### src/rtl/ddd_pkg.sv
// Shared types and constants for the dataflow dependency depth scoreboard.
// No dependencies; every other file in rtl/ imports this package.
`default_nettype none

package ddd_pkg;

    // Field widths fixed by the instruction and result formats
    localparam int OPC_W     = 3;
    localparam int REG_W     = 5;
    localparam int LAT_W     = 8;
    localparam int IDX_W     = 12;
    localparam int DEP_W     = 13;
    localparam int DEPTH_W   = 20;
    localparam int CFG_IDX_W = 3;
    localparam int IN_W      = 24;
    localparam int OUT_W     = 80;

    localparam logic [DEPTH_W-1:0] DEPTH_MAX = '1;
    localparam logic [DEP_W-1:0]   DEP_NONE  = '1;  // -1: source has no writer

    // Table update issued by the compute stage
    typedef struct packed {
        logic               en;
        logic               clear;
        logic [REG_W-1:0]   dest;
        logic [IDX_W-1:0]   writer;
        logic [DEPTH_W-1:0] finish;
    } tbl_wr_t;

    // Resolved lookup of one source register
    typedef struct packed {
        logic               valid;
        logic [IDX_W-1:0]   writer;
        logic [DEPTH_W-1:0] finish;
    } tbl_rd_t;

endpackage

`default_nettype wire

### src/rtl/ddd_lat_regs.sv
// Per-opcode latency registers and the latency lookup for the compute stage.
// Depends on ddd_pkg.
`default_nettype none

module ddd_lat_regs #(
    parameter int NUM_OPCODES = 8
) (
    input  wire                             aclk,
    input  wire                             aresetn,
    input  wire                             cfg_we,
    input  wire [ddd_pkg::CFG_IDX_W-1:0]    cfg_index,
    input  wire [ddd_pkg::LAT_W-1:0]        cfg_data,
    input  wire [ddd_pkg::OPC_W-1:0]        opcode,
    output logic [ddd_pkg::LAT_W-1:0]       lat
);
    import ddd_pkg::*;

    localparam int LW = (NUM_OPCODES > 1) ? $clog2(NUM_OPCODES) : 1;

    logic [LAT_W-1:0] lat_reg [NUM_OPCODES];

    // Take a register write; indexes past the opcode count are dropped
    always_ff @(posedge aclk) begin
        if (!aresetn) begin
            for (int i = 0; i < NUM_OPCODES; i++) begin
                lat_reg[i] <= LAT_W'(1);
            end
        end else if (cfg_we && (32'(cfg_index) < NUM_OPCODES)) begin
            lat_reg[cfg_index[LW-1:0]] <= cfg_data;
        end
    end

    // Opcodes without a register take zero latency
    always_comb begin
        if (32'(opcode) < NUM_OPCODES) begin
            lat = lat_reg[opcode[LW-1:0]];
        end else begin
            lat = '0;
        end
    end

endmodule

`default_nettype wire

### src/rtl/ddd_table.sv
// Last-writer table: valid flip-flops, writer/finish memory with two
// registered read ports, and forwarding of the write at the read edge.
// Depends on ddd_pkg.
`default_nettype none

module ddd_table #(
    parameter int NUM_REGS = 32
) (
    input  wire                         aclk,
    input  wire                         aresetn,
    input  wire                         rd_en,
    input  wire [ddd_pkg::REG_W-1:0]    src1,
    input  wire [ddd_pkg::REG_W-1:0]    src2,
    input  ddd_pkg::tbl_wr_t            wr,
    output ddd_pkg::tbl_rd_t            rd1,
    output ddd_pkg::tbl_rd_t            rd2
);
    import ddd_pkg::*;

    localparam int SPAN      = 1 << REG_W;
    localparam int TBL_DEPTH = (NUM_REGS < SPAN) ? NUM_REGS : SPAN;
    localparam int AW        = $clog2(TBL_DEPTH);
    localparam int DW        = IDX_W + DEPTH_W;

    logic [DW-1:0]        mem [TBL_DEPTH];
    logic [TBL_DEPTH-1:0] valid_reg;
    logic [DW-1:0]        rdata1_reg, rdata2_reg, byp_reg;
    logic                 hit1_reg, hit2_reg, vld1_reg, vld2_reg;

    logic src1_ok, src2_ok, dest_ok, wr_hit, hit1, hit2, clr;

    assign src1_ok = 32'(src1) < NUM_REGS;
    assign src2_ok = 32'(src2) < NUM_REGS;
    assign dest_ok = 32'(wr.dest) < NUM_REGS;
    assign wr_hit  = wr.en && !wr.clear && dest_ok;
    assign clr     = wr.en && wr.clear;
    assign hit1    = wr_hit && (wr.dest == src1);
    assign hit2    = wr_hit && (wr.dest == src2);

    // Set the written entry's valid bit; drop them all at end of trace
    always_ff @(posedge aclk) begin
        if (!aresetn) begin
            valid_reg <= '0;
        end else if (clr) begin
            valid_reg <= '0;
        end else if (wr_hit) begin
            valid_reg[wr.dest[AW-1:0]] <= 1'b1;
        end
    end

    // Memory write and registered reads
    always_ff @(posedge aclk) begin
        if (wr.en && dest_ok) begin
            mem[wr.dest[AW-1:0]] <= {wr.writer, wr.finish};
        end
        if (rd_en) begin
            rdata1_reg <= mem[src1[AW-1:0]];
            rdata2_reg <= mem[src2[AW-1:0]];
            byp_reg    <= {wr.writer, wr.finish};
        end
    end

    // Lookup flags, with the same-edge write forwarded
    always_ff @(posedge aclk) begin
        if (!aresetn) begin
            hit1_reg <= 1'b0;
            hit2_reg <= 1'b0;
            vld1_reg <= 1'b0;
            vld2_reg <= 1'b0;
        end else if (rd_en) begin
            hit1_reg <= hit1;
            hit2_reg <= hit2;
            vld1_reg <= !clr && src1_ok && (hit1 || valid_reg[src1[AW-1:0]]);
            vld2_reg <= !clr && src2_ok && (hit2 || valid_reg[src2[AW-1:0]]);
        end
    end

    // Pick forwarded or stored data
    always_comb begin
        rd1.valid                 = vld1_reg;
        {rd1.writer, rd1.finish}  = hit1_reg ? byp_reg : rdata1_reg;
        rd2.valid                 = vld2_reg;
        {rd2.writer, rd2.finish}  = hit2_reg ? byp_reg : rdata2_reg;
    end

endmodule

`default_nettype wire

### src/rtl/dataflow_dependency_depth.sv
// Top level of the dataflow dependency depth scoreboard: lookup stage,
// compute stage and result register. Depends on ddd_pkg, ddd_lat_regs, ddd_table.
//
//   channel  direction  handshake               payload
//   s_       in         s_tvalid / s_tready     s_tdata (24), s_tlast
//   m_       out        m_tvalid / m_tready     m_tdata (80), m_tlast
//   cfg_     in         cfg_valid / cfg_ready   cfg_index (3), cfg_data (8)
//
// One instruction per cycle sustained while the result is not stalled; a result is registered
// in two steps after its instruction is taken: table memory read, then compute into the result register.
// The table read forwards the write made at the same edge.
// Reset (aresetn low, synchronous) clears valid bits, counters, and sets latencies to 1.
// A stalled result holds the compute stage; input is refused only while both are full.
`default_nettype none

module dataflow_dependency_depth #(
    parameter int NUM_REGS    = 32,
    parameter int MAX_INSTS   = 4096,
    parameter int NUM_OPCODES = 8
) (
    input  wire                             aclk,
    input  wire                             aresetn,
    // opcode[2:0], dest_reg[7:3], src1_reg[12:8], src2_reg[17:13], zero[23:18]
    input  wire [ddd_pkg::IN_W-1:0]         s_tdata,
    input  wire                             s_tlast,
    input  wire                             s_tvalid,
    output logic                            s_tready,
    // inst_index[11:0], src1_dependency[24:12], src2_dependency[37:25],
    // inst_depth[57:38], program_depth[77:58], zero[79:78]
    output logic [ddd_pkg::OUT_W-1:0]       m_tdata,
    output logic                            m_tlast,
    output logic                            m_tvalid,
    input  wire                             m_tready,
    input  wire                             cfg_valid,
    output logic                            cfg_ready,
    input  wire [ddd_pkg::CFG_IDX_W-1:0]    cfg_index,
    input  wire [ddd_pkg::LAT_W-1:0]        cfg_data
);
    import ddd_pkg::*;

    localparam int CW = $clog2(MAX_INSTS);

    logic             s1_valid_reg, s1_last_reg;
    logic [OPC_W-1:0] s1_opcode_reg;
    logic [REG_W-1:0] s1_dest_reg;
    logic [CW-1:0]    counter_reg;
    logic [DEPTH_W-1:0] max_finish_reg;

    logic               m_valid_reg, m_last_reg;
    logic [IDX_W-1:0]   m_index_reg;
    logic [DEP_W-1:0]   m_dep1_reg, m_dep2_reg;
    logic [DEPTH_W-1:0] m_depth_reg, m_prog_reg;

    logic accept, s1_adv;
    logic [LAT_W-1:0]   lat;
    tbl_wr_t            wr;
    tbl_rd_t            rd1, rd2;
    logic [DEPTH_W-1:0] d1, d2, depth, finish, max_finish_next;
    logic [DEPTH_W:0]   sum;
    logic [CW-1:0]      counter_next;

    assign cfg_ready = 1'b1;
    assign s1_adv    = s1_valid_reg && (!m_valid_reg || m_tready);
    assign s_tready  = !s1_valid_reg || s1_adv;
    assign accept    = s_tvalid && s_tready;

    ddd_lat_regs #(.NUM_OPCODES(NUM_OPCODES)) u_lat (
        .aclk      (aclk),
        .aresetn   (aresetn),
        .cfg_we    (cfg_valid),
        .cfg_index (cfg_index),
        .cfg_data  (cfg_data),
        .opcode    (s1_opcode_reg),
        .lat       (lat)
    );

    ddd_table #(.NUM_REGS(NUM_REGS)) u_table (
        .aclk    (aclk),
        .aresetn (aresetn),
        .rd_en   (accept),
        .src1    (s_tdata[12:8]),
        .src2    (s_tdata[17:13]),
        .wr      (wr),
        .rd1     (rd1),
        .rd2     (rd2)
    );

    // Start time, saturating finish time, running maximum
    always_comb begin
        d1     = rd1.valid ? rd1.finish : '0;
        d2     = rd2.valid ? rd2.finish : '0;
        depth  = (d1 > d2) ? d1 : d2;
        sum    = {1'b0, depth} + (DEPTH_W + 1)'(lat);
        finish = sum[DEPTH_W] ? DEPTH_MAX : sum[DEPTH_W-1:0];
        max_finish_next = (finish > max_finish_reg) ? finish : max_finish_reg;
        counter_next    = (counter_reg == CW'(MAX_INSTS - 1)) ? '0 : counter_reg + 1'b1;

        wr.en     = s1_adv;
        wr.clear  = s1_last_reg;
        wr.dest   = s1_dest_reg;
        wr.writer = IDX_W'(counter_reg);
        wr.finish = finish;
    end

    // Lookup stage holds the instruction while its table read completes
    always_ff @(posedge aclk) begin
        if (!aresetn) begin
            s1_valid_reg <= 1'b0;
        end else if (s_tready) begin
            s1_valid_reg <= s_tvalid;
        end
        if (accept) begin
            s1_opcode_reg <= s_tdata[2:0];
            s1_dest_reg   <= s_tdata[7:3];
            s1_last_reg   <= s_tlast;
        end
    end

    // Trace position and program depth; restart after the last instruction
    always_ff @(posedge aclk) begin
        if (!aresetn) begin
            counter_reg    <= '0;
            max_finish_reg <= '0;
        end else if (s1_adv) begin
            counter_reg    <= s1_last_reg ? '0 : counter_next;
            max_finish_reg <= s1_last_reg ? '0 : max_finish_next;
        end
    end

    // Result register
    always_ff @(posedge aclk) begin
        if (!aresetn) begin
            m_valid_reg <= 1'b0;
        end else if (s1_adv) begin
            m_valid_reg <= 1'b1;
        end else if (m_tready) begin
            m_valid_reg <= 1'b0;
        end
        if (s1_adv) begin
            m_index_reg <= IDX_W'(counter_reg);
            m_dep1_reg  <= rd1.valid ? {1'b0, rd1.writer} : DEP_NONE;
            m_dep2_reg  <= rd2.valid ? {1'b0, rd2.writer} : DEP_NONE;
            m_depth_reg <= depth;
            m_prog_reg  <= max_finish_next;
            m_last_reg  <= s1_last_reg;
        end
    end

    assign m_tvalid = m_valid_reg;
    assign m_tlast  = m_last_reg;
    assign m_tdata  = {2'b00, m_prog_reg, m_depth_reg, m_dep2_reg, m_dep1_reg, m_index_reg};

endmodule

`default_nettype wire

### config.mk
export PLATFORM = sky130hd
export DESIGN_NAME = dataflow_dependency_depth
export DESIGN_NICKNAME = d
export VERILOG_FILES = /design/src/rtl/ddd_pkg.sv /design/src/rtl/ddd_lat_regs.sv /design/src/rtl/ddd_table.sv /design/src/rtl/dataflow_dependency_depth.sv
export SDC_FILE = /design/constraint.sdc
export NUM_CORES = 2
export LEC_CHECK = 0
export ABC_CLOCK_PERIOD_IN_PS = 8300
export BUFFER_PORTS_ARGS = -buffer_cell sky130_fd_sc_hd__buf_2
export CAP_MARGIN = 15
export CORE_UTILIZATION = 50
export DETAILED_ROUTE_END_ITERATION = 8
export GPL_ROUTABILITY_DRIVEN = 0
export PLACE_DENSITY = 0.66
export REMOVE_ABC_BUFFERS = 1
export SYNTH_ARGS = -nofsm -noshare
export SYNTH_HDL_FRONTEND = slang
export SYNTH_HIERARCHICAL = 1
export SYNTH_SLANG_ARGS = --single-unit
### constraint.sdc
create_clock -name aclk -period 8.3 [get_ports aclk]
set_input_delay 1.245 -clock aclk [delete_from_list [all_inputs] [get_ports aclk]]
set_output_delay 1.245 -clock aclk [all_outputs]
set_load 0.01 [all_outputs]
==> results.yml <==
critical_path:
  slowest_stage: "dfxtp_2"
  worstPathMaxFanout: 36
  required_ps: 9000
  r2r-end: "max_finish_reg[8]"
  rrSetupSlack_ps: 650
  worst-path-buf-inv: 3
  critPathMaxStageDelay_ps: 600
  cp_top_family: "compound AO/OA/AOI/OAI gates"
  crit_path_frequent_cell: "ha_1"
  arrival_ps: 8350
  critPathLaunchType: "flip-flop"
  r2r_cells: 29
  end_kind: "flip-flop"
  regToRegStartpoint: "u_table/hit1_reg"
  critPathKind: "flip-flop to flip-flop"
route:
  wl_per_cell_microns: 34.3
  drc: 44
  num_vias: 35138
  ant_nets: 0
  drt_iter0_markers: 4428
  drt-vias-per-instance: 6.77
  wl_microns: 178000
  drt_first_pass_iters: 8
yosys:
  ys_types: 78
  yosys_warnings: 6
  synth_seq_cells: 1342
  seq_area_frac_synth: 0.634
  yosysMostFrequentCell: "edfxtp_1"
  synth_edf_count: 1272
  synthesis.area_sq_um: 62500
  yosysTopAreaCell: "edfxtp_1"
  synth_area_leaders: "edfxtp_1 61%, mux4_2 24%, dfxtp_1 2.2%, mux2_2 1.7%, nand2_1 1.7%"
  synth_top_area_frac: 0.611
  netlist_top_cells_count: "1272 x edfxtp_1, 652 x mux4_2, 275 x nand2_1"
  ys_async_sr_fraction: 0
  syn_inst: 3295
  syn_avg_cell_area_sq_um: 19.0
  synth_ff_type: "edfxtp_1"
sta:
  hold_violations: 0
  fin_ws_ps: 654
  worst_pin_slew_ps: 1200
  skew_ps: 26.1
  finalSetupViolCount: 0
  timing.final.crit_share: 0.921
  rsz0062_at_grt: "false"
  finalHoldWorstSlack_ps: 502
  drv_slew: 0
  timing.fmax_mhz: 131
  relSlewSlack: 0.200
  finalCriticalPeriod_ps: 7650
  tns_ps: 0
flow_run:
  maxCapViolCount: 0
global_route:
  overflow: 0
  grt_pass1_wl_microns: 255000
  grt_pass1_vias: 36598
  antenna_found_initial: 7
  grt_usage: 0.286
  grt_max_degree: 108
clock_tree:
  cts_htree_levels: 4
  cts_made_buffers: 142
  cts-root-buf: "clkbuf_16"
  clock_path_buffers: 3
  cts_tree: "done"
  cts.sinks: 1342
  path_clk_slew_ps: 60
  cts_hold_buf: 0
  insertion_delay_ps: 780
pwr:
  leakage_uw: 0.0232
  p_per_area_nw_per_um2: 227
  ir_drop_uv: 235
hold_path:
  holdPathStages: 2
  hp-class: "flip-flop to flip-flop"
  worstHoldStart: "u_table/valid_reg[16]"
  hold_end: "u_table/valid_reg[16]"
cells_and_area:
  largest_register_ffs: 1024
  utilization: 0.563
  final_cells: 5188
  num-fill-cells: 9137
  syn2layout_area_growth_pct: 11.5
  nNetsFinal: 3523
  drive_above_1_share: 0.354
placed_design:
  portBuffers: 115
  hpwl_microns: 101000
  post-place-ws_ps: 563
  placed_cells: 4918
status:
  status: "finished with violations"
  violations: "design-rule violations"
floorplan:
  dieHeight_microns: 355
  ios: 125
  std_cell_rows: 129
  start_util: 0.505
  core_sq_um: 124000
  die_w_microns: 355
  die-area_sq_um: 126000
==> worst max path at each step <==
stage                                start  cells after the start           endpoint
after floorplan           u_table/hit1_reg                     25  max_finish_reg[2]
after global placement    u_table/hit1_reg                     29  max_finish_reg[0]
after detailed placement  u_table/hit1_reg                     29  max_finish_reg[8]
after CTS                 u_table/hit1_reg                     29  max_finish_reg[8]
after global routing      u_table/hit1_reg                     29  max_finish_reg[8]
final                     u_table/hit1_reg                     29  max_finish_reg[8]
==> through the flow <==
step           instance area, sq um  power [uW]
6_report                      69700       15800
5_1_grt                       69700       16300
4_1_cts                       69500       15900
3_5_place_dp                  64900        9710
3_3_place_gp                  64900        9650
2_1_floorplan                 61100        8960
==> worst register-to-register path, delay by kind of cell, from the launching register on <==
kind / cells / cell delay [ps]
AOI/OAI and AO/OA: 14 / 3310
and+or+nand+nor: 6 / 1470
adders and majority gates: 4 / 1260
DFF: 1 / 600
muxes: 2 / 580
buffers and inverters: 3 / 400
==> cell families after synthesis <==
family	after synthesis	share of synthesized area
flops	1342	0.634
mux	779	0.261
simple gates	614	0.0460
buf+inv	299	0.0254
compound gates	171	0.0177
fa+ha+maj	50	0.0101
xor+xnor	38	0.00533
other cells	2	0.000120
==> placed cells by master, fill, tap and decap left out, drive strengths merged, types with 3 or more instances in the layout <==
cell,n
edfxtp,1272
mux4,667
nand2,284
buf,230
clkbuf,176
nor2,100
mux2,94
nor3,75
dfxtp,70
clkinv,69
inv,63
a21oi,54
ha,49
o21ai,47
nand3,38
nand2b,30
xnor2,22
mux2i,18
nand4,17
a22o,17
xor2,16
or3,14
nor2b,12
o211ai,11
bufinv,9
nor4,7
and3,6
a211oi,6
a21o,6
clkinvlp,6
nand3b,6
and2,6
a311oi,5
o21a,4
a31oi,4
nor3b,4
nor4b,3
conb,3
or3b,3
or2,3
==> layer usage <==
layer,track usage,vias to the layer above,wire (microns)
met5,0,-,13
met4,0.111,2,6900
met3,0.0656,323,19000
met2,0.454,2109,85400
met1,0.386,18720,66600
li1,-,13984,-
==> report_power, final <==
group	switching (uW)	total (uW)	internal, uW
clock network	2680	6240	3560
registers	82.8	7870	7790
logic	1090	1710	621
==> final cells by class <==
cell class	instances	area (sq um)	share of cell area
antenna	1	2.50	0.0000359
clock buffer	176	3810	0.0546
clock inverter	86	752	0.0108
inverter	61	236	0.00339
multi-input combinational	1655	21500	0.309
sequential	1342	39600	0.568
tap	1637	2050	0.0294
timing repair buffer	230	1670	0.0240
==> what timing repair did <==
item / 4_1_cts / 5_1_grt
setup buffers: 0 / 0
endpoints found under the setup margin: 0 / 1
gates resized for setup: 0 / 1
(Power assumes the default switching activity.)
